<file path="config.mk">
export PLATFORM = sky130hd
export DESIGN_NAME = db_record_column_decoder
export DESIGN_NICKNAME = d
export VERILOG_FILES = /design/src/sv/dbrcd_pkg.sv /design/src/sv/dbrcd_type_mem.sv /design/src/sv/dbrcd_varint.sv /design/src/sv/dbrcd_out_reg.sv /design/src/sv/db_record_column_decoder.sv
export VERILOG_INCLUDE_DIRS = /design/src /design/src/sv
export SDC_FILE = /design/constraint.sdc
export NUM_CORES = 2
export LEC_CHECK = 0
export BUFFER_PORTS_ARGS = -buffer_cell sky130_fd_sc_hd__buf_2
export CORE_MARGIN = 2
export CORE_UTILIZATION = 25
export CTS_CLUSTER_SIZE = 16
export DETAILED_ROUTE_END_ITERATION = 12
export PLACE_DENSITY_LB_ADDON = 0.3
export RECOVER_POWER = 25
export SYNTH_ARGS = -nofsm -noshare
export SYNTH_HDL_FRONTEND = slang
export SYNTH_HIERARCHICAL = 1
export SYNTH_SLANG_ARGS = --single-unit
export TNS_END_PERCENT = 10
</file>
<file path="constraint.sdc">
create_clock -name clk -period 9.1 [get_ports clk]
set_input_delay 0.455 -clock clk [delete_from_list [all_inputs] [get_ports clk]]
set_output_delay 0.455 -clock clk [all_outputs]
set_load 0.05 [all_outputs]
</file>
<file path="src/sv/db_record_column_decoder_macros.svh">
// Assertion macros shared by the record column decoder.
`ifndef DB_RECORD_COLUMN_DECODER_MACROS_SVH
`define DB_RECORD_COLUMN_DECODER_MACROS_SVH

// A property that must hold at every clock edge outside reset.
`define DBRCD_ASSERT(lbl, prop, msg) \
	lbl: assert property (@(posedge clk) disable iff (!arst_n) (prop)) else $error(msg);

// A consequence that must hold in the same cycle as its cause.
`define DBRCD_ASSERT_IMP(lbl, ante, cons, msg) \
	lbl: assert property (@(posedge clk) disable iff (!arst_n) (ante) |-> (cons)) else $error(msg);

// A consequence that must hold in the cycle after its cause.
`define DBRCD_ASSERT_NXT(lbl, ante, cons, msg) \
	lbl: assert property (@(posedge clk) disable iff (!arst_n) (ante) |=> (cons)) else $error(msg);

`endif

</file>
<file path="src/sv/dbrcd_pkg.sv">
// Types, constants and helper functions of the record column decoder.
package dbrcd_pkg;

	localparam int COL_W       = 6;
	localparam int OUT_TDATA_W = 80;
	localparam int OUT_TUSER_W = 4;

	// Varint byte layout.
	localparam logic [7:0] VI_LOW_MASK  = 8'h7F;
	localparam logic [7:0] VI_CONT      = 8'h80;
	localparam logic [3:0] VI_MAX_7BIT  = 4'd8;

	// Serial types with a special meaning.
	localparam logic [31:0] ST_NULL     = 32'd0;
	localparam logic [31:0] ST_INT48    = 32'd5;
	localparam logic [31:0] ST_INT64    = 32'd6;
	localparam logic [31:0] ST_FLOAT    = 32'd7;
	localparam logic [31:0] ST_ZERO     = 32'd8;
	localparam logic [31:0] ST_ONE      = 32'd9;
	localparam logic [31:0] ST_RES10    = 32'd10;
	localparam logic [31:0] ST_RES11    = 32'd11;
	localparam logic [31:0] ST_VAR_MIN  = 32'd12;

	typedef enum logic [2:0] {
		KIND_NULL     = 3'd0,
		KIND_INT      = 3'd1,
		KIND_FLOAT    = 3'd2,
		KIND_TEXT     = 3'd3,
		KIND_BLOB     = 3'd4,
		KIND_RESERVED = 3'd5,
		KIND_TRUNC    = 3'd6,
		KIND_EOR      = 3'd7
	} kind_t;

	typedef enum logic [1:0] {
		PH_HLEN  = 2'd0,
		PH_TYPES = 2'd1,
		PH_BODY  = 2'd2
	} phase_t;

	typedef enum logic [2:0] {
		ST_IN,
		ST_EXEC,
		ST_DRAIN_RD,
		ST_DRAIN_EV,
		ST_FIN,
		ST_TRUNC,
		ST_EOR
	} state_t;

	typedef struct packed {
		logic feed;
		logic clr;
	} varint_ctl_t;

	typedef struct packed {
		logic [4:0]  col;
		kind_t       kind;
		logic [63:0] value;
		logic [7:0]  data;
		logic        bv;
		logic        cd;
		logic        rd;
	} result_t;

	// Number of body bytes a serial type occupies.
	function automatic logic [31:0] body_len(input logic [31:0] t);
		logic [31:0] d;
		begin
			d = t - ST_VAR_MIN;
			if (t != ST_NULL && t < ST_INT48) begin
				body_len = t;
			end else if (t == ST_INT48) begin
				body_len = 32'd6;
			end else if (t == ST_INT64 || t == ST_FLOAT) begin
				body_len = 32'd8;
			end else if (t >= ST_VAR_MIN) begin
				body_len = {1'b0, d[31:1]};
			end else begin
				body_len = '0;
			end
		end
	endfunction

	// Sign-extends a big-endian integer of the given byte count.
	function automatic logic [63:0] sign_ext(input logic [63:0] v, input logic [3:0] nbytes);
		logic [63:0] r;
		begin
			case (nbytes)
				4'd1: r = {{56{v[7]}}, v[7:0]};
				4'd2: r = {{48{v[15]}}, v[15:0]};
				4'd3: r = {{40{v[23]}}, v[23:0]};
				4'd4: r = {{32{v[31]}}, v[31:0]};
				4'd6: r = {{16{v[47]}}, v[47:0]};
				default: r = v;
			endcase
			sign_ext = r;
		end
	endfunction

endpackage

</file>
<file path="src/sv/dbrcd_type_mem.sv">
// Serial type store: one write port, one registered read port.
module dbrcd_type_mem #(
	parameter int DEPTH  = 32,
	parameter int ADDR_W = 5
) (
	input  logic              clk,
	input  logic              we,
	input  logic [ADDR_W-1:0] waddr,
	input  logic [31:0]       wdata,
	input  logic              re,
	input  logic [ADDR_W-1:0] raddr,
	output logic [31:0]       rdata
);

	logic [31:0] mem [DEPTH];

	always_ff @(posedge clk) begin
		if (we) begin
			mem[waddr] <= wdata;
		end
	end

	always_ff @(posedge clk) begin
		if (re) begin
			rdata <= mem[raddr];
		end
	end

endmodule

</file>
<file path="src/sv/dbrcd_varint.sv">
// Varint accumulator with saturation of the header length and serial type.
module dbrcd_varint (
	input  logic                  clk,
	input  logic                  arst_n,
	input  dbrcd_pkg::varint_ctl_t ctl,
	input  logic [7:0]            byte_in,
	output logic                  done,
	output logic [31:0]           hlen_sat,
	output logic [31:0]           type_sat
);

	import dbrcd_pkg::*;

	logic [63:0] accum_q;
	logic [3:0]  bytes_q;
	logic [63:0] acc_next;
	logic        ninth;

	// The ninth byte carries all eight bits and always closes the varint.
	assign ninth    = (bytes_q >= VI_MAX_7BIT);
	assign acc_next = ninth ? {accum_q[55:0], byte_in}
	                        : {accum_q[56:0], byte_in[6:0] & VI_LOW_MASK[6:0]};
	assign done     = ninth || ((byte_in & VI_CONT) == 8'h00);

	assign hlen_sat = (|acc_next[63:32]) ? 32'hFFFF_FFFF : acc_next[31:0];
	assign type_sat = (|acc_next[63:32]) ? {31'h7FFF_FFFF, acc_next[0]} : acc_next[31:0];

	always_ff @(posedge clk or negedge arst_n) begin
		if (!arst_n) begin
			accum_q <= '0;
			bytes_q <= '0;
		end else if (ctl.clr || (ctl.feed && done)) begin
			accum_q <= '0;
			bytes_q <= '0;
		end else if (ctl.feed) begin
			accum_q <= acc_next;
			bytes_q <= bytes_q + 4'd1;
		end
	end

endmodule

</file>
<file path="src/sv/dbrcd_out_reg.sv">
// Output register of the master-side stream.
module dbrcd_out_reg (
	input  logic                                 clk,
	input  logic                                 arst_n,
	input  logic                                 load,
	input  dbrcd_pkg::result_t                   res,
	output logic                                 free,
	output logic                                 m_tvalid,
	input  logic                                 m_tready,
	// column_index[4:0], int_value[68:5], data_byte[76:69], column_done[77], zero pad
	output logic [dbrcd_pkg::OUT_TDATA_W-1:0]    m_tdata,
	// kind[2:0], byte_valid[3]
	output logic [dbrcd_pkg::OUT_TUSER_W-1:0]    m_tuser,
	output logic                                 m_tlast
);

	import dbrcd_pkg::*;

	result_t res_q;
	logic    valid_q;

	assign free     = !valid_q || m_tready;
	assign m_tvalid = valid_q;
	assign m_tdata  = {2'b00, res_q.cd, res_q.data, res_q.value, res_q.col};
	assign m_tuser  = {res_q.bv, res_q.kind};
	assign m_tlast  = res_q.rd;

	always_ff @(posedge clk or negedge arst_n) begin
		if (!arst_n) begin
			valid_q <= 1'b0;
		end else if (load) begin
			valid_q <= 1'b1;
		end else if (m_tready) begin
			valid_q <= 1'b0;
		end
	end

	always_ff @(posedge clk) begin
		if (load) begin
			res_q <= res;
		end
	end

endmodule

</file>
<file path="src/sv/db_record_column_decoder.sv">
// Top level of the record column decoder: sequencer, record state and type store.
// Each record byte is accepted in ST_IN and decoded in ST_EXEC; s_tready is low while it decodes.
// A finished value or content byte passes through byte_q and the output register to m_tvalid.
// Moving to a new column reads its type in ST_DRAIN_RD and ST_DRAIN_EV, whether the column
// is loaded or emitted at once as zero-length, and ST_DRAIN_RD runs once more when none is left;
// record end goes ST_FIN, ST_TRUNC (one truncation result per column still to send), ST_EOR.
// Asynchronous reset returns the decoder to the header-length phase with no columns stored.
`include "db_record_column_decoder_macros.svh"

module db_record_column_decoder #(
	parameter int MAX_COLUMNS = 32
) (
	input  logic                                 clk,
	input  logic                                 arst_n,
	input  logic                                 s_tvalid,
	output logic                                 s_tready,
	// rec_byte[7:0]
	input  logic [7:0]                           s_tdata,
	input  logic                                 s_tlast,
	output logic                                 m_tvalid,
	input  logic                                 m_tready,
	// column_index[4:0], int_value[68:5], data_byte[76:69], column_done[77], zero pad
	output logic [dbrcd_pkg::OUT_TDATA_W-1:0]    m_tdata,
	// kind[2:0], byte_valid[3]
	output logic [dbrcd_pkg::OUT_TUSER_W-1:0]    m_tuser,
	output logic                                 m_tlast
);

	import dbrcd_pkg::*;

	localparam int ADDR_W = (MAX_COLUMNS > 1) ? $clog2(MAX_COLUMNS) : 1;
	localparam logic [COL_W-1:0] MAX_COLS = COL_W'(MAX_COLUMNS);

	state_t           state_q, state_d;
	phase_t           phase_q;
	logic [31:0]      header_length_q;
	logic [31:0]      byte_position_q;
	logic [COL_W-1:0] column_count_q;
	logic [COL_W-1:0] cur_col_q;
	logic [31:0]      body_rem_q;
	logic [63:0]      value_acc_q;
	logic             overflow_q;
	logic [31:0]      cur_type_q;
	logic [7:0]       byte_q;
	logic             last_q;
	logic             trunc_byte_q;

	varint_ctl_t vctl;
	logic        v_done;
	logic [31:0] v_hlen;
	logic [31:0] v_type;

	logic        mem_we;
	logic        mem_re;
	logic [31:0] mem_rdata;

	result_t res;
	logic    emit;
	logic    out_free;

	logic        accept;
	logic        exec_hdr;
	logic        exec_body;
	logic        begin_body;
	logic        store_type;
	logic        body_active;
	logic [31:0] rem_next;
	logic        numeric;
	logic [63:0] val_shift;
	logic        col_end;
	logic        cols_left;
	logic [31:0] rd_len;
	logic        drain_load;
	logic        drain_emit;
	logic        trunc_emit;
	logic        eor_emit;
	logic        byte_trunc;
	logic [31:0] cur_len;

	dbrcd_varint u_varint (
		.clk      (clk),
		.arst_n   (arst_n),
		.ctl      (vctl),
		.byte_in  (byte_q),
		.done     (v_done),
		.hlen_sat (v_hlen),
		.type_sat (v_type)
	);

	dbrcd_type_mem #(
		.DEPTH  (MAX_COLUMNS),
		.ADDR_W (ADDR_W)
	) u_type_mem (
		.clk   (clk),
		.we    (mem_we),
		.waddr (column_count_q[ADDR_W-1:0]),
		.wdata (v_type),
		.re    (mem_re),
		.raddr (cur_col_q[ADDR_W-1:0]),
		.rdata (mem_rdata)
	);

	dbrcd_out_reg u_out_reg (
		.clk      (clk),
		.arst_n   (arst_n),
		.load     (emit),
		.res      (res),
		.free     (out_free),
		.m_tvalid (m_tvalid),
		.m_tready (m_tready),
		.m_tdata  (m_tdata),
		.m_tuser  (m_tuser),
		.m_tlast  (m_tlast)
	);

	assign accept      = s_tvalid && s_tready;
	assign exec_hdr    = (state_q == ST_EXEC) && (phase_q != PH_BODY);
	assign exec_body   = (state_q == ST_EXEC) && (phase_q == PH_BODY) && out_free;
	assign cols_left   = (cur_col_q < column_count_q);
	assign body_active = cols_left && (body_rem_q != '0);
	assign rem_next    = body_rem_q - 32'd1;
	assign numeric     = (cur_type_q[31:3] == '0) && (cur_type_q[2:0] != 3'd0);
	assign val_shift   = {value_acc_q[55:0], byte_q};
	assign col_end     = exec_body && body_active && (rem_next == '0);
	assign cur_len     = body_len(cur_type_q);
	assign rd_len      = body_len(mem_rdata);
	assign byte_trunc  = last_q && (rem_next != '0);

	// A header length not beyond the bytes already read leaves no room for types.
	always_comb begin
		begin_body = 1'b0;
		if (exec_hdr) begin
			if (phase_q == PH_HLEN) begin
				begin_body = v_done && (byte_position_q >= v_hlen);
			end else begin
				begin_body = (byte_position_q >= header_length_q);
			end
		end
	end

	assign store_type = exec_hdr && (phase_q == PH_TYPES) && v_done;
	assign mem_we     = store_type && (column_count_q < MAX_COLS);
	assign vctl.feed  = exec_hdr;
	assign vctl.clr   = (exec_hdr && begin_body) || eor_emit;

	assign drain_load = (state_q == ST_DRAIN_EV) && (rd_len != '0);
	assign drain_emit = (state_q == ST_DRAIN_EV) && (rd_len == '0) && out_free;
	assign trunc_emit = (state_q == ST_TRUNC) && cols_left && out_free;
	assign eor_emit   = (state_q == ST_EOR) && out_free;

	assign s_tready = (state_q == ST_IN);

	always_comb begin
		state_d = state_q;
		emit    = 1'b0;
		mem_re  = 1'b0;
		res     = '0;
		case (state_q)
			ST_IN: begin
				if (s_tvalid) begin
					state_d = ST_EXEC;
				end
			end
			ST_EXEC: begin
				if (phase_q != PH_BODY) begin
					if (begin_body) begin
						state_d = ST_DRAIN_RD;
					end else begin
						state_d = last_q ? ST_FIN : ST_IN;
					end
				end else if (out_free) begin
					res.col = cur_col_q[4:0];
					if (body_active && numeric) begin
						emit      = (rem_next == '0);
						res.kind  = (cur_type_q == ST_FLOAT) ? KIND_FLOAT : KIND_INT;
						res.value = sign_ext(val_shift, cur_len[3:0]);
						res.cd    = 1'b1;
					end else if (body_active) begin
						// A content byte cut off by the record end carries the truncation mark.
						emit     = 1'b1;
						res.kind = byte_trunc ? KIND_TRUNC
						                      : (cur_type_q[0] ? KIND_TEXT : KIND_BLOB);
						res.data = byte_q;
						res.bv   = 1'b1;
						res.cd   = (rem_next == '0) || last_q;
					end
					if (col_end) begin
						state_d = ST_DRAIN_RD;
					end else begin
						state_d = last_q ? ST_FIN : ST_IN;
					end
				end
			end
			ST_DRAIN_RD: begin
				if (cols_left) begin
					mem_re  = 1'b1;
					state_d = ST_DRAIN_EV;
				end else begin
					state_d = last_q ? ST_FIN : ST_IN;
				end
			end
			ST_DRAIN_EV: begin
				res.col = cur_col_q[4:0];
				res.cd  = 1'b1;
				if (rd_len != '0) begin
					state_d = last_q ? ST_FIN : ST_IN;
				end else if (out_free) begin
					emit    = 1'b1;
					state_d = ST_DRAIN_RD;
					if (mem_rdata == ST_NULL) begin
						res.kind = KIND_NULL;
					end else if (mem_rdata == ST_ZERO) begin
						res.kind = KIND_INT;
					end else if (mem_rdata == ST_ONE) begin
						res.kind  = KIND_INT;
						res.value = 64'd1;
					end else if (mem_rdata == ST_RES10 || mem_rdata == ST_RES11) begin
						res.kind  = KIND_RESERVED;
						res.value = {32'd0, mem_rdata};
					end else begin
						res.kind = mem_rdata[0] ? KIND_TEXT : KIND_BLOB;
					end
				end
			end
			ST_FIN: begin
				state_d = ST_TRUNC;
			end
			ST_TRUNC: begin
				res.col  = cur_col_q[4:0];
				res.kind = KIND_TRUNC;
				res.cd   = 1'b1;
				if (!cols_left) begin
					state_d = ST_EOR;
				end else if (out_free) begin
					emit = 1'b1;
				end
			end
			ST_EOR: begin
				res.kind  = KIND_EOR;
				res.value = {62'd0, (phase_q != PH_BODY), overflow_q};
				res.rd    = 1'b1;
				if (out_free) begin
					emit    = 1'b1;
					state_d = ST_IN;
				end
			end
			default: begin
				state_d = ST_IN;
			end
		endcase
	end

	always_ff @(posedge clk or negedge arst_n) begin
		if (!arst_n) begin
			state_q <= ST_IN;
		end else begin
			state_q <= state_d;
		end
	end

	always_ff @(posedge clk or negedge arst_n) begin
		if (!arst_n) begin
			phase_q         <= PH_HLEN;
			header_length_q <= '0;
			byte_position_q <= '0;
			column_count_q  <= '0;
			cur_col_q       <= '0;
			body_rem_q      <= '0;
			value_acc_q     <= '0;
			overflow_q      <= 1'b0;
			cur_type_q      <= '0;
			byte_q          <= '0;
			last_q          <= 1'b0;
			trunc_byte_q    <= 1'b0;
		end else begin
			if (accept) begin
				byte_q <= s_tdata;
				last_q <= s_tlast;
				if (byte_position_q != 32'hFFFF_FFFF) begin
					byte_position_q <= byte_position_q + 32'd1;
				end
			end
			if (exec_hdr && (phase_q == PH_HLEN) && v_done) begin
				header_length_q <= v_hlen;
			end
			if (store_type) begin
				if (column_count_q < MAX_COLS) begin
					column_count_q <= column_count_q + 1'b1;
				end else begin
					overflow_q <= 1'b1;
				end
			end
			if (exec_hdr && begin_body) begin
				phase_q   <= PH_BODY;
				cur_col_q <= '0;
			end else if (exec_hdr && (phase_q == PH_HLEN) && v_done) begin
				phase_q <= PH_TYPES;
			end
			if (exec_body) begin
				trunc_byte_q <= body_active && !numeric && byte_trunc;
				if (body_active) begin
					body_rem_q <= rem_next;
					if (numeric) begin
						value_acc_q <= val_shift;
					end
					if (rem_next == '0) begin
						cur_col_q <= cur_col_q + 1'b1;
					end
				end
			end
			if (drain_load) begin
				body_rem_q  <= rd_len;
				value_acc_q <= '0;
				cur_type_q  <= mem_rdata;
			end
			if (drain_emit || trunc_emit) begin
				cur_col_q <= cur_col_q + 1'b1;
			end
			// Truncation reports start after a column whose byte already took the mark,
			// and cover every stored column when the header never finished.
			if (state_q == ST_FIN) begin
				if (phase_q != PH_BODY) begin
					cur_col_q <= '0;
				end else if (trunc_byte_q) begin
					cur_col_q <= cur_col_q + 1'b1;
				end
			end
			if (eor_emit) begin
				phase_q         <= PH_HLEN;
				header_length_q <= '0;
				byte_position_q <= '0;
				column_count_q  <= '0;
				cur_col_q       <= '0;
				body_rem_q      <= '0;
				value_acc_q     <= '0;
				overflow_q      <= 1'b0;
				trunc_byte_q    <= 1'b0;
			end
		end
	end

	`DBRCD_ASSERT(a_count_bound, column_count_q <= MAX_COLS, "column count beyond store depth")
	`DBRCD_ASSERT_IMP(a_emit_free, emit, out_free, "result loaded over an untaken result")
	`DBRCD_ASSERT_IMP(a_rem_body, body_rem_q != '0, phase_q == PH_BODY, "body count outside body")
	`DBRCD_ASSERT_NXT(a_eor_clear, eor_emit, column_count_q == '0 && phase_q == PH_HLEN, "record state not cleared")

endmodule

</file>
==> flow_summary.toml <==
[sta]
timing.setup.tns_ps = 0
skew_ps = 56.6
tightestPinTransition_ps = 5020
rsz0062_at_grt = "false"
period_minus_slack_ps = 7310
max_freq_mhz = 137
fin_crit_sh_pct = 80.3
hold_ws_ps = 97.5
slew_violations = 545
slew_headroom_pct = -235
setup_viol = 0
hold_viol_final = 0

[yosys]
synth_top_flop_cell = "edfxtp_1"
synth_top_family_by_area = "simple AND/OR/NAND/NOR gates"
yosys.area_share.adder_pct = 1.72
avgSynthCellArea_um2 = 13.6
synth.ff_latch_count = 1413
synthCells = 4475
ys_types = 90
synth_compound_area_share_pct = 7.91
synthSimpleGateAreaFrac_pct = 9.60
synth_xor_area_share_pct = 1.22
synth_edf_count = 1139
yosysSeqAreaShare_pct = 67.2
muxShareOfSynthArea_pct = 9.05
syn-cell-area_mm2 = 0.0611
ys_warn_count = 6
async_flop_share_pct = 19.4

[power]
p_seq_share_pct = 43.3
p_clk_share_pct = 24.9
power_leakage_nw = 24.6
vdd.ir_drop.worst_mv = 0.347
swShare_pct = 37.1
internal_power_mw = 15.8
powerDensity_mw_per_mm2 = 358
p_sw_mw = 9.31
combPwrFrac_pct = 31.8

[worst_setup_path]
cp-startpoint = "u_varint/bytes_q[3]$_DFFE_PN0P_"
path_cells = "nand4b_1 -> a2111oi_0 -> buf_4 -> nand3b_1 -> inv_1 -> ha_1 -> nand4_1 -> nor2_1 -> a2111oi_0 -> o211ai_1 -> a21oi_1 -> a221o_1 -> nand2_2 -> a21oi_1"
critPathSlowestCell = "dfrtp_1"
rr_endpoint = "u_varint/accum_q[34]$_DFFE_PN0P_"
crit_cells = 14
cpPeakStageDelay_ps = 1440
critical_path_class = "flop to flop"
endpoint_kind = "flop"
crit_required_ps = 9780
cp-endpoint = "u_varint/accum_q[34]$_DFFE_PN0P_"
critPathArrivalTime_ps = 7990
r2r_start = "u_varint/bytes_q[3]$_DFFE_PN0P_"
critPathLaunchType = "flop"
rr_worst_depth = 14
critPathTopFamily = "compound AO/OA/AOI/OAI gates"
critPathBufInv = 2
worst-path-max-fanout = 62
reg2reg_setup_slack_ps = 1790

[final_layout]
final_common_cell = "edfxtp_1"
layout-drive-gt1-share_pct = 8.84
layout_common_cells = "edfxtp_1 (1139), mux2i_1 (542), nand2_1 (434), nand3_1 (306), a21oi_1 (278)"
fin_util_pct = 28.8
fillCellCount = 24500
areaGrowthSynthToFinish_pct = 14.8
final_area_mm2 = 0.0701
nets = 4637

[clock_network]
root_buffer = "clkbuf_16"
worstSkewPairLatency_ps = 810
htree_levels = 4
cts.clk_slew.worst_paths_ps = 60
cts_resized = 0
cts_made_buffers = 155
numClockSinks = 1413
cts_setup_buffers = 0
tritoncts = "yes"
clockBufferDepth = 3

[floorplan]
die_h_um = 498
rows = 181
ios = 100
initial_core_util_pct = 25.1
core-area_mm2 = 0.243
die-width_um = 498
dieArea_mm2 = 0.248

[hold_path]
min_path_type = "input pin to flop"

[outcome]
failed_checks = "max-capacitance violations, max-slew violations"
outcome = "complete, but fails checks"

[flow_run]
cap_violations = 14

[drt]
drc = 0
drt_wl_total_um = 184000
num_vias = 37700
wl_per_cell_um = 23.4
firstDrtPassIters = 5
drt_iter0_markers = 3519
avgViaCountPerCell = 4.80
ant_nets = 0

[place]
post_dp_cell_area_mm2 = 0.0651
portBuffers = 97
dp_hpwl_um = 107000
place_congestion = 0.861

[global_routing]
grt_pass1_vias = 36900
overflow = 0
grt_pass1_wl_um = 266000
grtUsageTotal_pct = 14.4
grt_max_degree = 104
antenna_found_initial = 10
==> cells in the mapped netlist, drive strengths merged, types with 84 or more instances <==
| library cell | number | share of area, % |
|---|---|---|
| dfrtp | 274 | 11 |
| clkbuf | 135 | 0.84 |
| ha | 84 | 1.7 |
| nor3 | 85 | 0.71 |
| edfxtp | 1139 | 56 |
| inv | 92 | 0.57 |
| nor2 | 159 | 0.98 |
| mux2i | 542 | 8.9 |
| nand2 | 439 | 2.7 |
| a22oi | 99 | 1.2 |
| a21oi | 280 | 2.3 |
| nand3 | 309 | 2.5 |
| buf | 165 | 1.8 |
==> worst min-delay path: cells and delay by family <==
family	cells	cell delay, ps
buffers and inverters	1	80
and+or+nand+nor	2	300
==> power groups by stage <==
stage	Sequential (mW)	Combinational, mW	Clock, mW
after floorplan	10.9	5.26	0
after global placement	10.9	7.98	0
after detailed placement	10.9	8.13	0
after CTS	10.8	8.16	6.38
after global routing	11.0	8.71	6.65
final	10.9	7.98	6.23
==> sequential cells by signal, summed over array words and instances (netlist names) <==
register	flops
trunc_byte_q	1
byte_q	8
byte_position_q	32
u_varint/bytes_q	4
u_out_reg/m_tlast	1
u_out_reg/m_tuser	4
u_out_reg/m_tvalid	1
body_rem_q	32
overflow_q	1
phase_q	2
u_type_mem/mem	1024
u_varint/accum_q	57
cur_type_q	32
last_q	1
state_q	3
u_out_reg/m_tdata	78
header_length_q	32
u_type_mem/rdata	32
cur_col_q	6
column_count_q	6
value_acc_q	56
==> metrics by stage <==
step | total power [mW] | setup slack (ps) | std cells
2_1_floorplan | 16.2 | 4120 | 4476
3_3_place_gp | 18.9 | 2480 | 7575
3_5_place_dp | 19.0 | 2340 | 7575
4_1_cts | 25.3 | 2290 | 7865
5_1_grt | 26.3 | 1140 | 7866
6_report | 25.1 | 1790 | 7867
==> worst min-delay path by stage <==
stage / from / endpoint / slack [ps] / cells after the start
6_report: m_tready / u_out_reg/m_tvalid$_DFFE_PN0P_ / 100 / 3
5_1_grt: m_tready / u_out_reg/m_tvalid$_DFFE_PN0P_ / 80 / 3
4_1_cts: m_tready / u_out_reg/m_tvalid$_DFFE_PN0P_ / 30 / 3
3_5_place_dp: cur_type_q[17]$_DFFE_PN0P_ / cur_type_q[17]$_DFFE_PN0P_ / 460 / 2
3_3_place_gp: cur_type_q[9]$_DFFE_PN0P_ / cur_type_q[9]$_DFFE_PN0P_ / 460 / 2
2_1_floorplan: arst_n / body_rem_q[0]$_DFFE_PN0P_ / 160 / 0
==> logic make-up after synthesis <==
| kind of cell | Yosys count |
|---|---|
| compound gates | 726 |
| xor+xnor | 85 |
| fa+ha+maj | 84 |
| buf+inv | 392 |
| flops | 1413 |
| mux | 551 |
| other cells | 1 |
| simple gates | 1223 |
==> timing repair <==
action                                  CTS  global route
endpoints found under the setup margin    0             0
hold buffers                             10             0
hold endpoints to repair                 88             0
==> layer usage <==
layer	wire length (um)	share of wire, %	track usage (%)
met4	4620	2.5	4.11
met5	13	0.0071	0
met1	83400	45	20.0
met3	10200	5.6	2.51
met2	85700	47	23.0
==> cell type report <==
| cell class | count | area, um2 | share of cell area [%] |
|---|---|---|---|
| Timing Repair Buffer | 207 | 1230 | 1.76 |
| Inverter | 92 | 345 | 0.493 |
| Multi-Input combinational cell | 2671 | 18400 | 26.2 |
| Clock buffer | 201 | 4160 | 5.94 |
| Tap cell | 3202 | 4010 | 5.72 |
| Antenna cell | 2 | 5.00 | 0.00714 |
| Clock inverter | 79 | 890 | 1.27 |
| Sequential cell | 1413 | 41100 | 58.6 |
(Power assumes the default switching activity.)
